### config.mk
export PLATFORM = sky130hd
export DESIGN_NAME = button_click_gesture_recognizer_core
export DESIGN_NICKNAME = d
export VERILOG_FILES = /design/src/rtl/bcgr_pkg.sv /design/src/rtl/button_click_gesture_recognizer_core.sv /design/src/rtl/bcgr_debounce.sv /design/src/rtl/bcgr_gesture.sv /design/src/rtl/bcgr_outbuf.sv
export SDC_FILE = /design/constraint.sdc
export NUM_CORES = 1
export LEC_CHECK = 0
export BUFFER_PORTS_ARGS = -buffer_cell sky130_fd_sc_hd__buf_4
export CAP_MARGIN = 25
export CELL_PAD_IN_SITES_DETAIL_PLACEMENT = 1
export CELL_PAD_IN_SITES_GLOBAL_PLACEMENT = 2
export CORE_AREA = 2 2 162 164
export CTS_CLUSTER_SIZE = 12
export DETAILED_ROUTE_END_ITERATION = 7
export DIE_AREA = 0 0 164 166
export GPL_ROUTABILITY_DRIVEN = 0
export PLACE_DENSITY_LB_ADDON = 0.2
export SLEW_MARGIN = 10
export SYNTH_ARGS = -nofsm -noshare
export SYNTH_HDL_FRONTEND = slang
export SYNTH_SLANG_ARGS = --single-unit
### constraint.sdc
create_clock -name clk -period 5.95 [get_ports clk]
set_clock_uncertainty 0.05 [all_clocks]
set_input_delay 1.19 -clock clk [delete_from_list [all_inputs] [get_ports clk]]
set_output_delay 1.19 -clock clk [all_outputs]
set_load 0.02 [all_outputs]
### src/rtl/bcgr_pkg.sv
// Shared types, constants and pattern tables of the gesture recognizer.
// No dependencies.
package bcgr_pkg;

  localparam int CFG_W      = 16;
  localparam int STEP_W     = 3;
  localparam int CODE_W     = 3;
  localparam int RES_W      = CODE_W + 1;
  localparam int PAT_MAX    = 4;
  localparam int PATTERN_COUNT_DEF = 4;

  localparam logic [CFG_W-1:0] DEBOUNCE_RST = 16'd20;
  localparam logic [CFG_W-1:0] IDLE_MIN_RST = 16'd501;
  localparam logic [CFG_W-1:0] SHORT_MAX_RST = 16'd300;
  localparam logic [CFG_W-1:0] LONG_MIN_RST = 16'd600;
  localparam logic [CFG_W-1:0] LONG_MAX_RST = 16'd2000;
  localparam logic [CFG_W-1:0] AGE_CAP_RST = 16'd4000;

  // Configuration register indexes.
  typedef enum logic [2:0] {
    CFG_DEBOUNCE  = 3'd0,
    CFG_IDLE_MIN  = 3'd1,
    CFG_SHORT_MAX = 3'd2,
    CFG_LONG_MIN  = 3'd3,
    CFG_LONG_MAX  = 3'd4,
    CFG_AGE_CAP   = 3'd5
  } cfg_idx_t;

  typedef enum logic [1:0] {
    KIND_IDLE  = 2'd0,
    KIND_SHORT = 2'd1,
    KIND_LONG  = 2'd2
  } win_kind_t;

  typedef struct packed {
    logic [CFG_W-1:0] debounce_ticks;
    logic [CFG_W-1:0] idle_min_ticks;
    logic [CFG_W-1:0] short_max_ticks;
    logic [CFG_W-1:0] long_min_ticks;
    logic [CFG_W-1:0] long_max_ticks;
    logic [CFG_W-1:0] age_cap_ticks;
  } cfg_t;

  // Number of steps of each pattern.
  function automatic logic [STEP_W-1:0] pat_len(input logic [1:0] p);
    logic [STEP_W-1:0] len;
    case (p)
      2'd0:    len = 3'd3;
      2'd1:    len = 3'd5;
      2'd2:    len = 3'd3;
      default: len = 3'd5;
    endcase
    return len;
  endfunction

  // Window kind of each step of each pattern.
  function automatic win_kind_t pat_kind(input logic [1:0] p, input logic [STEP_W-1:0] s);
    win_kind_t k;
    k = KIND_IDLE;
    case (p)
      2'd0: if (s == 3'd1) k = KIND_SHORT;
      2'd1: if (s == 3'd1 || s == 3'd2 || s == 3'd3) k = KIND_SHORT;
      2'd2: if (s == 3'd1) k = KIND_LONG;
      default: begin
        if (s == 3'd1) k = KIND_LONG;
        else if (s == 3'd2 || s == 3'd3) k = KIND_SHORT;
      end
    endcase
    return k;
  endfunction

endpackage

### src/rtl/button_click_gesture_recognizer_core.sv
// Top level of the button click gesture recognizer.
// Depends on bcgr_pkg, bcgr_debounce, bcgr_gesture and bcgr_outbuf.
//
// Usage:
//  - in_* stream: one transaction per timer tick, in_tdata[0] is the raw
//    pressed level. Every accepted tick yields exactly one result.
//  - out_* stream: out_tdata[2:0] is the gesture code (0 none, 1 single,
//    2 double, 3 long, 4 long then short), out_tdata[3] the debounced level.
//  - cfg_* port: write cfg_wdata into register cfg_index when cfg_we is high;
//    write only while no result is pending. Unknown indexes are ignored.
//  - Result: the result of a tick is registered in the output register, or in the
//    skid entry while that one is held. Throughput: one tick per cycle while in_tready
//    is high; each tick is evaluated in one pass from the state registers.
//  - Stall: an output register plus a skid entry absorb one extra result;
//    in_tready drops only when both hold results, and rises again the cycle
//    after the receiver takes one.
//  - Reset (rst_n low, synchronous): config returns to its defaults
//    (20, 501, 300, 600, 2000, 4000), debounce, edge age and all pattern
//    matchers clear, and the output buffer empties.
module button_click_gesture_recognizer_core #(
  parameter int PATTERN_COUNT = bcgr_pkg::PATTERN_COUNT_DEF
) (
  input  logic        clk,
  input  logic        rst_n,
  // input channel
  input  logic        in_tvalid,
  output logic        in_tready,
  input  logic [7:0]  in_tdata,   // [0] raw_pressed, [7:1] zero
  // result channel
  output logic        out_tvalid,
  input  logic        out_tready,
  output logic [7:0]  out_tdata,  // [2:0] gesture_code, [3] debounced_level, [7:4] zero
  // configuration
  input  logic        cfg_we,
  input  logic [2:0]  cfg_index,
  input  logic [15:0] cfg_wdata
);

  bcgr_pkg::cfg_t                    cfg_r;
  logic                              in_accept;
  logic                              level;
  logic [bcgr_pkg::CODE_W-1:0]       code;
  logic [bcgr_pkg::RES_W-1:0]        res_data;

  assign in_accept = in_tvalid && in_tready;

  // Configuration registers: hold defaults after reset, update on write.
  always_ff @(posedge clk) begin
    if (!rst_n) begin
      cfg_r.debounce_ticks  <= bcgr_pkg::DEBOUNCE_RST;
      cfg_r.idle_min_ticks  <= bcgr_pkg::IDLE_MIN_RST;
      cfg_r.short_max_ticks <= bcgr_pkg::SHORT_MAX_RST;
      cfg_r.long_min_ticks  <= bcgr_pkg::LONG_MIN_RST;
      cfg_r.long_max_ticks  <= bcgr_pkg::LONG_MAX_RST;
      cfg_r.age_cap_ticks   <= bcgr_pkg::AGE_CAP_RST;
    end else if (cfg_we) begin
      case (cfg_index)
        bcgr_pkg::CFG_DEBOUNCE:  cfg_r.debounce_ticks  <= cfg_wdata;
        bcgr_pkg::CFG_IDLE_MIN:  cfg_r.idle_min_ticks  <= cfg_wdata;
        bcgr_pkg::CFG_SHORT_MAX: cfg_r.short_max_ticks <= cfg_wdata;
        bcgr_pkg::CFG_LONG_MIN:  cfg_r.long_min_ticks  <= cfg_wdata;
        bcgr_pkg::CFG_LONG_MAX:  cfg_r.long_max_ticks  <= cfg_wdata;
        bcgr_pkg::CFG_AGE_CAP:   cfg_r.age_cap_ticks   <= cfg_wdata;
        default: ;
      endcase
    end
  end

  // Debounce the raw level; the new stable level feeds the matchers directly.
  bcgr_debounce u_debounce (
    .clk        (clk),
    .rst_n      (rst_n),
    .accept     (in_accept),
    .raw        (in_tdata[0]),
    .cfg        (cfg_r),
    .stable_nxt (level)
  );

  // Track edge age and advance the pattern matchers.
  bcgr_gesture #(
    .PATTERN_COUNT (PATTERN_COUNT)
  ) u_gesture (
    .clk    (clk),
    .rst_n  (rst_n),
    .accept (in_accept),
    .level  (level),
    .cfg    (cfg_r),
    .code   (code)
  );

  assign res_data = {level, code};

  // Register the result; skid entry keeps input flowing during a stall.
  bcgr_outbuf #(
    .DATA_W (bcgr_pkg::RES_W)
  ) u_outbuf (
    .clk      (clk),
    .rst_n    (rst_n),
    .wr_valid (in_accept),
    .wr_data  (res_data),
    .wr_ready (in_tready),
    .rd_valid (out_tvalid),
    .rd_ready (out_tready),
    .rd_data  (out_tdata[bcgr_pkg::RES_W-1:0])
  );

  assign out_tdata[7:bcgr_pkg::RES_W] = '0;

endmodule

### src/rtl/bcgr_debounce.sv
// Debounce stage of the gesture recognizer: settling counter and stable level.
// Depends on bcgr_pkg.
module bcgr_debounce (
  input  logic          clk,
  input  logic          rst_n,
  input  logic          accept,
  input  logic          raw,
  input  bcgr_pkg::cfg_t cfg,
  output logic          stable_nxt
);

  logic                        raw_last_r, raw_last_nxt;
  logic                        settling_r, settling_nxt;
  logic                        stable_r;
  logic [bcgr_pkg::CFG_W-1:0]  settle_count_r, settle_count_nxt;
  logic [bcgr_pkg::CFG_W-1:0]  cnt_inc;

  always_comb begin
    cnt_inc          = (settle_count_r == '1) ? settle_count_r : settle_count_r + 1'b1;
    raw_last_nxt     = raw;
    settling_nxt     = settling_r;
    settle_count_nxt = settle_count_r;
    stable_nxt       = stable_r;
    if (raw != raw_last_r) begin
      // restart settling on any raw change
      settle_count_nxt = '0;
      settling_nxt     = 1'b1;
    end else if (settling_r) begin
      settle_count_nxt = cnt_inc;
      if (cnt_inc >= cfg.debounce_ticks) begin
        settling_nxt = 1'b0;
        stable_nxt   = raw;
      end
    end
  end

  always_ff @(posedge clk) begin
    if (!rst_n) begin
      raw_last_r     <= 1'b0;
      settling_r     <= 1'b0;
      stable_r       <= 1'b0;
      settle_count_r <= '0;
    end else if (accept) begin
      raw_last_r     <= raw_last_nxt;
      settling_r     <= settling_nxt;
      stable_r       <= stable_nxt;
      settle_count_r <= settle_count_nxt;
    end
  end

endmodule

### src/rtl/bcgr_gesture.sv
// Edge age tracking and interval-pattern matchers of the gesture recognizer.
// Depends on bcgr_pkg.
module bcgr_gesture #(
  parameter int PATTERN_COUNT = bcgr_pkg::PATTERN_COUNT_DEF
) (
  input  logic                         clk,
  input  logic                         rst_n,
  input  logic                         accept,
  input  logic                         level,
  input  bcgr_pkg::cfg_t               cfg,
  output logic [bcgr_pkg::CODE_W-1:0]  code
);

  localparam int SW = bcgr_pkg::STEP_W;
  localparam int CW = bcgr_pkg::CFG_W;

  logic                 edge_level_last_r;
  logic [CW-1:0]        edge_age_r, edge_age_nxt;
  logic [CW:0]          age_sum;
  logic [CW-1:0]        dur;
  logic                 is_edge;
  logic [SW-1:0]        step_r   [PATTERN_COUNT];
  logic [SW-1:0]        step_nxt [PATTERN_COUNT];
  logic [PATTERN_COUNT-1:0] fire;

  function automatic logic fits(input bcgr_pkg::win_kind_t k, input logic [CW-1:0] d,
                                input bcgr_pkg::cfg_t c);
    logic ok;
    case (k)
      bcgr_pkg::KIND_IDLE:  ok = (d >= c.idle_min_ticks);
      bcgr_pkg::KIND_SHORT: ok = (d <= c.short_max_ticks);
      bcgr_pkg::KIND_LONG:  ok = (d >= c.long_min_ticks) && (d <= c.long_max_ticks);
      default:              ok = 1'b0;
    endcase
    return ok;
  endfunction

  always_comb begin
    age_sum = {1'b0, edge_age_r} + 1'b1;
    dur     = age_sum[CW] ? '1 : age_sum[CW-1:0];
    is_edge = (level != edge_level_last_r);
    if (is_edge)                    edge_age_nxt = '0;
    else if (dur > cfg.age_cap_ticks) edge_age_nxt = cfg.age_cap_ticks;
    else                            edge_age_nxt = dur;
  end

  for (genvar p = 0; p < PATTERN_COUNT; p++) begin : g_pat
    localparam logic [1:0] PI = 2'(p);
    logic [SW-1:0]        step_eff;
    logic [SW-1:0]        step_inc;
    bcgr_pkg::win_kind_t  kind;

    always_comb begin
      step_eff    = (step_r[p] >= bcgr_pkg::pat_len(PI)) ? '0 : step_r[p];
      kind        = bcgr_pkg::pat_kind(PI, step_eff);
      step_inc    = step_eff + 1'b1;
      step_nxt[p] = step_eff;
      fire[p]     = 1'b0;
      if (is_edge) begin
        if (level || step_eff != '0) begin
          if (fits(kind, dur, cfg)) begin
            if (step_inc >= bcgr_pkg::pat_len(PI)) begin
              // completed: report and count this press as a fresh first step
              fire[p]     = 1'b1;
              step_nxt[p] = SW'(1);
            end else begin
              step_nxt[p] = step_inc;
            end
          end else begin
            step_nxt[p] = '0;
          end
        end
      end else if (!level && step_eff != '0 && kind == bcgr_pkg::KIND_IDLE &&
                   dur >= cfg.idle_min_ticks) begin
        fire[p]     = 1'b1;
        step_nxt[p] = '0;
      end
    end

    always_ff @(posedge clk) begin
      if (!rst_n) begin
        step_r[p] <= '0;
      end else if (accept) begin
        step_r[p] <= step_nxt[p];
      end
    end
  end

  // highest-numbered firing pattern wins
  always_comb begin
    code = '0;
    for (int i = 0; i < PATTERN_COUNT; i++) begin
      if (fire[i]) code = bcgr_pkg::CODE_W'(i + 1);
    end
  end

  always_ff @(posedge clk) begin
    if (!rst_n) begin
      edge_level_last_r <= 1'b0;
      edge_age_r        <= '0;
    end else if (accept) begin
      edge_level_last_r <= level;
      edge_age_r        <= edge_age_nxt;
    end
  end

endmodule

### src/rtl/bcgr_outbuf.sv
// Two-entry output register with skid stage for the result channel.
// Depends on nothing but its parameter.
module bcgr_outbuf #(
  parameter int DATA_W = 4
) (
  input  logic              clk,
  input  logic              rst_n,
  input  logic              wr_valid,
  input  logic [DATA_W-1:0] wr_data,
  output logic              wr_ready,
  output logic              rd_valid,
  input  logic              rd_ready,
  output logic [DATA_W-1:0] rd_data
);

  logic              out_valid_r;
  logic [DATA_W-1:0] out_data_r;
  logic              skid_valid_r;
  logic [DATA_W-1:0] skid_data_r;
  logic              rd_fire;

  assign wr_ready = !skid_valid_r;
  assign rd_valid = out_valid_r;
  assign rd_data  = out_data_r;
  assign rd_fire  = out_valid_r && rd_ready;

  always_ff @(posedge clk) begin
    if (!rst_n) begin
      out_valid_r  <= 1'b0;
      skid_valid_r <= 1'b0;
    end else if (rd_fire) begin
      if (skid_valid_r) begin
        out_valid_r  <= 1'b1;
        skid_valid_r <= 1'b0;
      end else begin
        out_valid_r  <= wr_valid;
      end
    end else if (wr_valid) begin
      if (out_valid_r) skid_valid_r <= 1'b1;
      else             out_valid_r  <= 1'b1;
    end
  end

  always_ff @(posedge clk) begin
    if (rd_fire) begin
      if (skid_valid_r) out_data_r <= skid_data_r;
      else if (wr_valid) out_data_r <= wr_data;
    end else if (wr_valid) begin
      if (out_valid_r) skid_data_r <= wr_data;
      else             out_data_r  <= wr_data;
    end
  end

endmodule

==> flow_summary.json, run 1 <==
{
  "crit_end": "u_outbuf.rd_data[2]$_DFFE_PP_",
  "worstSkewPairLatency_ns": 0.42,
  "dr.pass1.iters": 4,
  "fin_nets": 1371,
  "cts.sinks": 153,
  "worstMarginPinSlew_ns": 0.9489,
  "cp.arrival_ns": 5.34,
  "ys_seq_area_share_pct": 33.98,
  "power.density_mw_per_mm2": 229.2,
  "p_leak_nw": 4.506,
  "whs_path_depth": 2,
  "swShare_pct": 25.03,
  "hold_viol": 0,
  "r2r_cells": 14,
  "ant_nets": 0,
  "power.total_w": 0.002481,
  "crit_type": "register to register",
  "p_clk_share_pct": 46.2,
  "post-route-util_pct": 42.26,
  "cts.repair.resized": 0,
  "synth.distinct_cells": 64,
  "period_share_pct": 87.62,
  "finalCriticalPeriod_ns": 5.214,
  "critPathMaxFanout": 13,
  "timing.fmax_ghz": 0.1918,
  "drive_gt1_share_pct": 7.929,
  "cp-end-kind": "register",
  "drc": 0,
  "clk_pin_slew_ns": 0.07,
  "area_growth_pct": 12.73,
  "die_x_microns": 164,
  "dieArea_sq_mm": 0.02722,
  "wl_per_cell_microns": 17.13,
  "n_antenna_cell": 0,
  "crit_start": "u_gesture.edge_age_r[0]$_SDFFE_PN0P_",
  "ys.flop_type": "dfxtp_1",
  "grt_max_degree": 98,
  "ys_ff_latch": 153,
  "synth_warnings": 0,
  "track_usage_pct": 20.62,
  "synth_top_area_share_pct": 27.73,
  "holdWs_ns": 0.4147,
  "start_util_pct": 37.48,
  "rsz0062_at_grt": "false",
  "fillCellCount": 3070,
  "setup_violations": 0,
  "slew_headroom_pct": 36.74,
  "yosysTopAreaCell": "dfxtp_1",
  "cts.htree.levels": 4,
  "wl_mm": 26.91,
  "synth-async-reset-ratio_pct": 0,
  "core_area_sq_mm": 0.02562,
  "viasPerCell": 5.199,
  "syn-cell-area_sq_mm": 0.009602,
  "root_buffer": "clkbuf_16",
  "cts_setup_buffers": 0,
  "cp-start-kind": "register",
  "grt_overflow_total": 0,
  "p_seq_share_pct": 44.0,
  "die_h_microns": 166,
  "first_global_vias": 8329,
  "finalSetupTns_ns": 0,
  "ctsLongestPathBuffers": 2,
  "synth-edff-count": 20,
  "cp.required_ns": 6.08,
  "report.final.slew_viol_count": 0,
  "dpl.hpwl_mm": 20.31,
  "rows": 59,
  "power_frac_comb_pct": 9.8,
  "pin_count": 42,
  "antenna_found_initial": 0,
  "vias": 8167,
  "cts_tree": "yes",
  "hold_buffers": 0,
  "grt_pass1_wl_mm": 44.28,
  "synth.area.top_cells": "dfxtp_1, ha_1, nand2_1, edfxtp_1, a21boi_0",
  "switching_power_w": 0.0006209,
  "netlist_instances": 1196,
  "cts_buffers": 17,
  "r2r-end": "u_outbuf.rd_data[2]$_DFFE_PP_",
  "r2r_slack_ns": 0.74,
  "hold_class": "register to register",
  "postSynthAreaPerCell_sq_um": 8.028,
  "irDropWorstVdd_mv": 0.1637,
  "initialDrtViolationCount": 302,
  "status": "finished clean",
  "maxCapViolations": 0,
  "p_int_w": 0.001860,
  "port-buffer-count": 30,
  "final_cell_mix": "nand2_1, dfxtp_1, inv_1, ha_1, a21boi_0",
  "worstReg2RegStart": "u_gesture.edge_age_r[0]$_SDFFE_PN0P_",
  "layout_commonest_cell": "nand2_1"
}
worst max-delay path, cell delays in order (launching register included):
cell       delay [ns]
dfxtp_1          0.42
ha_1             0.25
nand3_1          0.26
or4_1            0.83
o21ai_0          0.44
ha_1             0.40
a21oi_1          0.14
o21ai_0          0.13
a2111oi_0        0.50
o21ai_0          0.42
o21a_1           0.24
a222oi_1         0.32
buf_4            0.20
o21ai_2          0.09
mux2_2           0.27
power groups by stage:
stage               clock network, W  logic (W)  registers, W
floorplan                          0   0.000155       0.00111
global placement                   0   0.000240       0.00111
detailed placement                 0   0.000246       0.00111
CTS                          0.00117   0.000248       0.00109
global route                 0.00121   0.000279       0.00110
finish                       0.00115   0.000244       0.00109
routing by layer:
layer  track usage [%]  wire (microns)
met3             2.772             813
met2             33.19           12280
met1             29.56           13610
met5                 0               0
met4             4.081             198
cells by family after synthesis:
group,Yosys count,synth area share (%)
compound gates,282,19.70
other cells,1,0.03906
simple gates,445,20.73
buf+inv,158,6.372
xor+xnor,21,1.915
flops,153,33.98
mux,20,2.137
fa+ha+maj,116,15.12
how the worst min path moves through the flow:
stage / to / start / slack [ns]
floorplan: cfg_r[61]$_SDFFE_PN0P_ / cfg_r[61]$_SDFFE_PN0P_ / 0.39
global placement: cfg_r[74]$_SDFFE_PN0P_ / cfg_r[74]$_SDFFE_PN0P_ / 0.40
detailed placement: cfg_r[37]$_SDFFE_PN0P_ / cfg_r[37]$_SDFFE_PN0P_ / 0.41
CTS: cfg_r[65]$_SDFFE_PN0P_ / cfg_r[65]$_SDFFE_PN0P_ / 0.42
global route: cfg_r[94]$_SDFFE_PN0P_ / cfg_r[94]$_SDFFE_PN0P_ / 0.44
finish: cfg_r[65]$_SDFFE_PN0P_ / cfg_r[65]$_SDFFE_PN0P_ / 0.41
stage by stage:
| step | std cells | setup slack (ns) | area [sq um] |
|---|---|---|---|
| after floorplan | 1201 | 1.695 | 9620 |
| after global placement | 1538 | 0.9071 | 10200 |
| after detailed placement | 1539 | 0.8277 | 10210 |
| after CTS | 1571 | 0.7466 | 10820 |
| after global routing | 1571 | 0.2777 | 10820 |
| final | 1571 | 0.7365 | 10820 |
sequential cells by signal, summed over array words and instances, names as in the netlist:
signal                       count
u_gesture.edge_level_last_r      1
u_gesture.edge_age_r            16
u_debounce.settle_count_r       16
u_outbuf.rd_valid                1
u_outbuf.rd_data                 4
u_debounce.settling_r            1
u_outbuf.skid_data_r             4
cfg_r                           96
u_outbuf.skid_valid_r            1
u_debounce.raw_last_r            1
u_gesture.step_r                12
cell usage after synthesis (2+ instances only):
library cell	count
nand2_1	258
dfxtp_1	133
ha_1	116
inv_1	116
a21boi_0	71
a21oi_1	56
nor2_1	45
o21ai_0	45
clkbuf_1	35
nand3_1	31
o211ai_1	31
nor2b_1	23
edfxtp_1	20
nand4_1	17
nor3_1	17
mux2i_1	16
xnor2_1	16
a211oi_1	12
a22oi_1	11
nand2b_1	10
a21o_1	8
and2_1	8
and3_1	8
o21a_1	7
a31oi_1	5
nor3b_1	5
nor4_1	5
o22ai_1	5
or2_2	5
xor2_1	5
a2111oi_0	4
buf_4	4
mux2_2	4
buf_2	3
o31ai_1	3
or3_1	3
a22o_1	2
a2bb2oi_1	2
a31o_2	2
o2111ai_1	2
o21ai_1	2
o21ba_2	2
or3_2	2
layout make-up:
| type | count | area [sq um] | share of cell area, % |
|---|---|---|---|
| Clock buffer | 21 | 473.0 | 4.369 |
| Sequential cell | 153 | 3263 | 30.15 |
| Timing Repair Buffer | 45 | 341.6 | 3.156 |
| Clock inverter | 11 | 142.6 | 1.318 |
| Tap cell | 335 | 419.2 | 3.872 |
| Inverter | 116 | 435.4 | 4.023 |
| Multi-Input combinational cell | 890 | 5749 | 53.12 |
No activity file was read; power rests on OpenSTA's default activity.
==> inputs of run 2 (changes only) <==
- MAX_ROUTING_LAYER: default -> met4
==> flow_summary.json, run 2 (synthesized netlist as in run 1, its figures left out) <==
{
  "power.total_w": 0.002485,
  "slew_headroom_pct": 37.13,
  "grt_max_degree": 98,
  "track_usage_pct": 21.25,
  "cpMostUsedCell": "o21ai_0",
  "first_global_vias": 8330,
  "drive_gt1_share_pct": 7.929,
  "start_util_pct": 37.48,
  "crit_type": "register to register",
  "worstMarginPinSlew_ns": 0.9431,
  "ctsLongestPathBuffers": 2,
  "finalSetupTns_ns": 0,
  "finalCriticalPeriod_ns": 5.208,
  "area_growth_pct": 12.73,
  "cts.repair.resized": 0,
  "core_area_sq_mm": 0.02562,
  "vias": 8199,
  "cts.htree.levels": 4,
  "critPathMaxStageDelay_ns": 0.83,
  "cp-start-kind": "register",
  "antenna_found_initial": 0,
  "layout_commonest_cell": "nand2_1",
  "clk_pin_slew_ns": 0.07,
  "initialDrtViolationCount": 310,
  "worstSkewPairLatency_ns": 0.43,
  "viasPerCell": 5.219,
  "cts_tree": "yes",
  "cp.required_ns": 6.08,
  "status": "finished clean",
  "dpl.hpwl_mm": 20.31,
  "top_register": "cfg_r",
  "die_x_microns": 164,
  "maxCapViolations": 0,
  "irDropWorstVdd_mv": 0.1672,
  "wl_mm": 26.96,
  "ant_nets": 0,
  "top_regs": "cfg_r: 96 flops, u_debounce.settle_count_r: 16 flops, u_gesture.edge_age_r: 16 flops",
  "critPathMaxFanout": 13,
  "grt_overflow_total": 0,
  "hold_viol": 0,
  "cp-end-kind": "register",
  "fillCellCount": 3070,
  "die_h_microns": 166,
  "cp_cell_sequence": "ha_1 -> nand3_1 -> or4_1 -> o21ai_0 -> ha_1 -> a21oi_1 -> o21ai_0 -> a2111oi_0 -> o21ai_0 -> o21a_1 -> a222oi_1 -> buf_4 -> o21ai_2 -> mux2_2",
  "timing.fmax_ghz": 0.1920,
  "slowest_stage": "or4_1",
  "drc": 0,
  "pin_count": 42,
  "grt_pass1_wl_mm": 44.30,
  "rows": 59,
  "largest_reg_flops": 96,
  "multi_input_area_sq_mm": 0.005749,
  "power.density_mw_per_mm2": 229.6,
  "cp.arrival_ns": 5.34,
  "period_share_pct": 87.53,
  "cts_setup_buffers": 0,
  "final_cell_mix": "nand2_1, dfxtp_1, inv_1, ha_1, a21boi_0",
  "cts.sinks": 153,
  "n_antenna_cell": 0,
  "rsz0062_at_grt": "false",
  "regArea_sq_mm": 0.003263,
  "cts_buffers": 17,
  "hold_buffers": 0,
  "port-buffer-count": 30,
  "dieArea_sq_mm": 0.02722,
  "fin_nets": 1371,
  "hold_class": "register to register",
  "root_buffer": "clkbuf_16",
  "wl_per_cell_microns": 17.16,
  "setup_violations": 0,
  "p_leak_nw": 4.506,
  "report.final.slew_viol_count": 0,
  "dr.pass1.iters": 4
}
[run 2: cell counts in the layout (fill, tap and decap cells not counted)]
Identical to the previous run, type by type.
[run 2: power by group]
group	switching, W	internal (W)
combinational	0.000157	0.0000882
clock	0.000452	0.000697
sequential	0.0000164	0.00108
total	0.000625	0.00186
[run 2: layout make-up]
| class | instances | share of cell area [%] |
|---|---|---|
| repair buffers | 45 | 3.156 |
| multi-input cells | 890 | 53.12 |
| well taps | 335 | 3.872 |
| inverters | 116 | 4.023 |
| clock inverters | 11 | 1.318 |
| flip-flops and latches | 153 | 30.15 |
| clock buffers | 21 | 4.369 |
[run 2: worst paths after layout]
kind                                             start                       endpoint  slack [ns]  cells past startpoint
hold reg to reg                 cfg_r[65]$_SDFFE_PN0P_         cfg_r[65]$_SDFFE_PN0P_        0.41                      2
hold / removal                  cfg_r[65]$_SDFFE_PN0P_         cfg_r[65]$_SDFFE_PN0P_        0.41                      2
setup reg to reg  u_gesture.edge_age_r[0]$_SDFFE_PN0P_  u_outbuf.rd_data[2]$_DFFE_PP_        0.74                     14
setup / recovery  u_gesture.edge_age_r[0]$_SDFFE_PN0P_  u_outbuf.rd_data[2]$_DFFE_PP_        0.74                     14
[run 2: per-layer routing]
layer | track usage [%] | vias to the layer above | part of all wire (%)
met3 | 2.772 | 19 | 2.2
met4 | 4.081 | 0 | 0.88
met5 | - | - | 0
met2 | 33.18 | 78 | 46
li1 | - | 4164 | -
met1 | 29.62 | 3938 | 51
[run 2: through the flow]
step / hold slack [ns] / setup WS, ns / utilization (%) / area (sq um) / cells
after floorplan: 0.3935 / 1.695 / - / 9620 / 1201
after global placement: 0.4021 / 0.9071 / 39.81 / 10200 / 1538
after detailed placement: 0.4098 / 0.8277 / 39.85 / 10210 / 1539
after CTS: 0.4181 / 0.7466 / 42.26 / 10820 / 1571
after global routing: 0.4399 / 0.2764 / 42.26 / 10820 / 1571
final: 0.4139 / 0.7421 / 42.26 / 10820 / 1571
[run 2: worst max-delay path, delay by kind of cell (launching register included)]
family                   cells  cell delay [ns]
AO/OA/AOI/OAI                8             2.28
adder cells (fa/ha/maj)      2             0.65
multiplexers                 1             0.27
AND/OR/NAND/NOR              2             1.10
flip-flops                   1             0.42
buffers and inverters        1             0.20
==> inputs of run 3 (changes only) <==
- ABC_AREA: default -> 1
- CORE_AREA: 2 2 162 164 -> 2 2 166 168
- CTS_CLUSTER_DIAMETER: default -> 120
- DIE_AREA: 0 0 164 166 -> 0 0 168 170
==> flow_summary.json, run 3 <==
{
  "layout_commonest_cell": "nand2_1",
  "netlist_instances": 1295,
  "hold_buffers": 0,
  "ant_nets": 0,
  "synth_top_cells_by_count": "nand2_1, inv_1, a21oi_1, dfxtp_1, ha_1",
  "first_global_vias": 8376,
  "final_cell_mix": "nand2_1, inv_1, a21oi_1",
  "report.final.slew_viol_count": 0,
  "wl_mm": 27.38,
  "preCtsSetupSlack_ns": 1.453,
  "ys_seq_area_share_pct": 34.44,
  "clk_pin_slew_ns": 0.07,
  "hold_class": "register to register",
  "dieArea_sq_mm": 0.02856,
  "cp-end-kind": "register",
  "drive_gt1_share_pct": 7.946,
  "synth_top_area_share_pct": 28.10,
  "worst_slack_ns": 1.534,
  "instances_no_fill": 1675,
  "cts.htree.levels": 4,
  "synth.area.top_cells": "dfxtp_1, ha_1, nand2_1, inv_1, a21oi_1",
  "critical-path-top-delay-family": "simple AND/OR/NAND/NOR gates",
  "r2r_slack_ns": 1.53,
  "p_leak_nw": 4.791,
  "worstSkewPairLatency_ns": 0.43,
  "holdWs_ns": 0.4128,
  "initialDrtViolationCount": 347,
  "die_h_microns": 170,
  "track_usage_pct": 20.80,
  "fillCellCount": 3331,
  "dr.pass1.iters": 4,
  "crit_type": "register to register",
  "die_x_microns": 168,
  "synth.distinct_cells": 43,
  "rsz0062_at_grt": "false",
  "area_growth_pct": 12.24,
  "grt_pass1_wl_mm": 45.60,
  "irDropWorstVdd_mv": 0.1272,
  "critPathMaxStageDelay_ns": 0.50,
  "start_util_pct": 35.55,
  "root_buffer": "clkbuf_16",
  "dpl.hpwl_mm": 20.40,
  "drc": 0,
  "maxCapViolations": 0,
  "ctsLongestPathBuffers": 2,
  "hold_viol": 0,
  "ys.flop_type": "dfxtp_1",
  "critical_path_buf_inv_count": 3,
  "top_regs": "cfg_r: 96 flops, u_debounce.settle_count_r: 16 flops, u_gesture.edge_age_r: 16 flops",
  "grt_max_degree": 97,
  "cts_setup_buffers": 0,
  "status": "finished clean",
  "port-buffer-count": 30,
  "worstMarginPinSlew_ns": 1.027,
  "synth-async-reset-ratio_pct": 0,
  "postSynthAreaPerCell_sq_um": 7.316,
  "setup_violations": 0,
  "finalSetupTns_ns": 0,
  "cts.sinks": 153,
  "cts_buffers": 17,
  "cp.arrival_ns": 4.65,
  "cts.repair.resized": 0,
  "dp.cells": 1643,
  "cp.required_ns": 6.18,
  "slowest_stage": "o21ai_1",
  "fin_nets": 1469,
  "grt_overflow_total": 0,
  "synth_most_common_cell": "nand2_1",
  "synth_warnings": 0,
  "slew_headroom_pct": 31.54,
  "vias": 8451,
  "rows": 60,
  "cp-start-kind": "register",
  "cp_cell_sequence": "ha_1 -> nand3_1 -> nor3_2 -> inv_2 -> nor2_1 -> inv_1 -> nor2_2 -> a21oi_1 -> o21ai_1 -> ha_1 -> a21oi_1 -> o21ai_0 -> a21oi_1 -> nand3_1 -> nand2_1 -> nand2_1 -> inv_1 -> nand2_1 -> o21ai_1 -> nor2_1 -> nor2_2 -> nand2_1 -> a21oi_1",
  "yosysTopAreaCell": "dfxtp_1",
  "pin_count": 42,
  "antenna_found_initial": 0,
  "top_register": "cfg_r",
  "wl_per_cell_microns": 16.35,
  "viasPerCell": 5.045,
  "core_area_sq_mm": 0.02665,
  "period_share_pct": 74.22,
  "syn-cell-area_sq_mm": 0.009474,
  "critPathMaxFanout": 6,
  "finalCriticalPeriod_ns": 4.416,
  "cts_tree": "yes",
  "power.density_mw_per_mm2": 338.1,
  "ys_ff_latch": 153,
  "timing.fmax_ghz": 0.2265,
  "largest_reg_flops": 96,
  "synth-edff-count": 20,
  "n_antenna_cell": 0
}
run 3: changes by cell type in the layout (fill, tap and decap cells not counted), sizes merged, moves of 11 or more:
cell,delta
a21boi,-71
a21oi,+94
inv,+106
mux2i,-16
nor2,+34
nor2b,-23
o21ai,+55
o22ai,+11
xnor2,-13
run 3: stage by stage:
step	cell area, sq um	total power (W)	utilization, %
detailed placement	10050	0.002535	37.73
finish	10630	0.003596	39.90
floorplan	9493	0.002116	-
global route	10630	0.003894	39.90
CTS	10630	0.003657	39.90
global placement	10050	0.002488	37.71
run 3: logic make-up (layout without fill, tap and decap cells):
kind of cell | count (synthesis) | count (layout) | share of synthesized area, %
XOR/XNOR | 13 | 13 | 1.202
buffers and inverters | 258 | 292 | 10.53
AO/OA/AOI/OAI | 328 | 328 | 19.20
AND/OR/NAND/NOR | 426 | 426 | 19.27
flip-flops | 153 | 153 | 34.44
other | 1 | 6 | 0.03958
adder cells (fa/ha/maj) | 116 | 116 | 15.32
run 3: path summary, 6_finish.rpt:
path,to,startpoint,depth (start not counted)
setup reg to reg,u_outbuf.rd_data[1]$_DFFE_PP_,u_gesture.edge_age_r[0]$_SDFFE_PN0P_,23
hold reg to reg,cfg_r[52]$_SDFFE_PN0P_,cfg_r[52]$_SDFFE_PN0P_,2
setup / recovery,u_outbuf.rd_data[1]$_DFFE_PP_,u_gesture.edge_age_r[0]$_SDFFE_PN0P_,23
hold / removal,cfg_r[52]$_SDFFE_PN0P_,cfg_r[52]$_SDFFE_PN0P_,2
run 3: cell type report:
| cell class | instances | area [sq um] | share of cell area [%] |
|---|---|---|---|
| clock inverter | 14 | 140.1 | 1.318 |
| timing repair buffer | 41 | 305.3 | 2.871 |
| inverter | 219 | 822.0 | 7.730 |
| multi-input combinational | 889 | 5238 | 49.25 |
| clock buffer | 18 | 439.2 | 4.130 |
| tap | 341 | 426.7 | 4.012 |
| sequential | 153 | 3263 | 30.69 |
run 3: worst register-to-register path, cell delays in order (launching register included):
cell and delay (ns):
dfxtp_1 0.38, ha_1 0.22, nand3_1 0.15, nor3_2 0.20
inv_2 0.09, nor2_1 0.14, inv_1 0.11, nor2_2 0.24
a21oi_1 0.11, o21ai_1 0.50, ha_1 0.37, a21oi_1 0.17
o21ai_0 0.11, a21oi_1 0.17, nand3_1 0.33, nand2_1 0.15
nand2_1 0.06, inv_1 0.05, nand2_1 0.05, o21ai_1 0.14
nor2_1 0.09, nor2_2 0.15, nand2_1 0.10, a21oi_1 0.14
run 3: where the power goes:
group / internal (W) / total [W] / switching [W]
Combinational: 0.000429 / 0.00132 / 0.000891
Sequential: 0.00113 / 0.00118 / 0.0000457
Clock: 0.000598 / 0.00110 / 0.000499
Total: 0.00216 / 0.00360 / 0.00144
run 3: layer usage:
metal / global-route usage [%] / wire [microns]
met1: 27.87 / 13760
met2: 34.03 / 12780
met3: 2.186 / 642
met4: 4.575 / 202
met5: - / 0
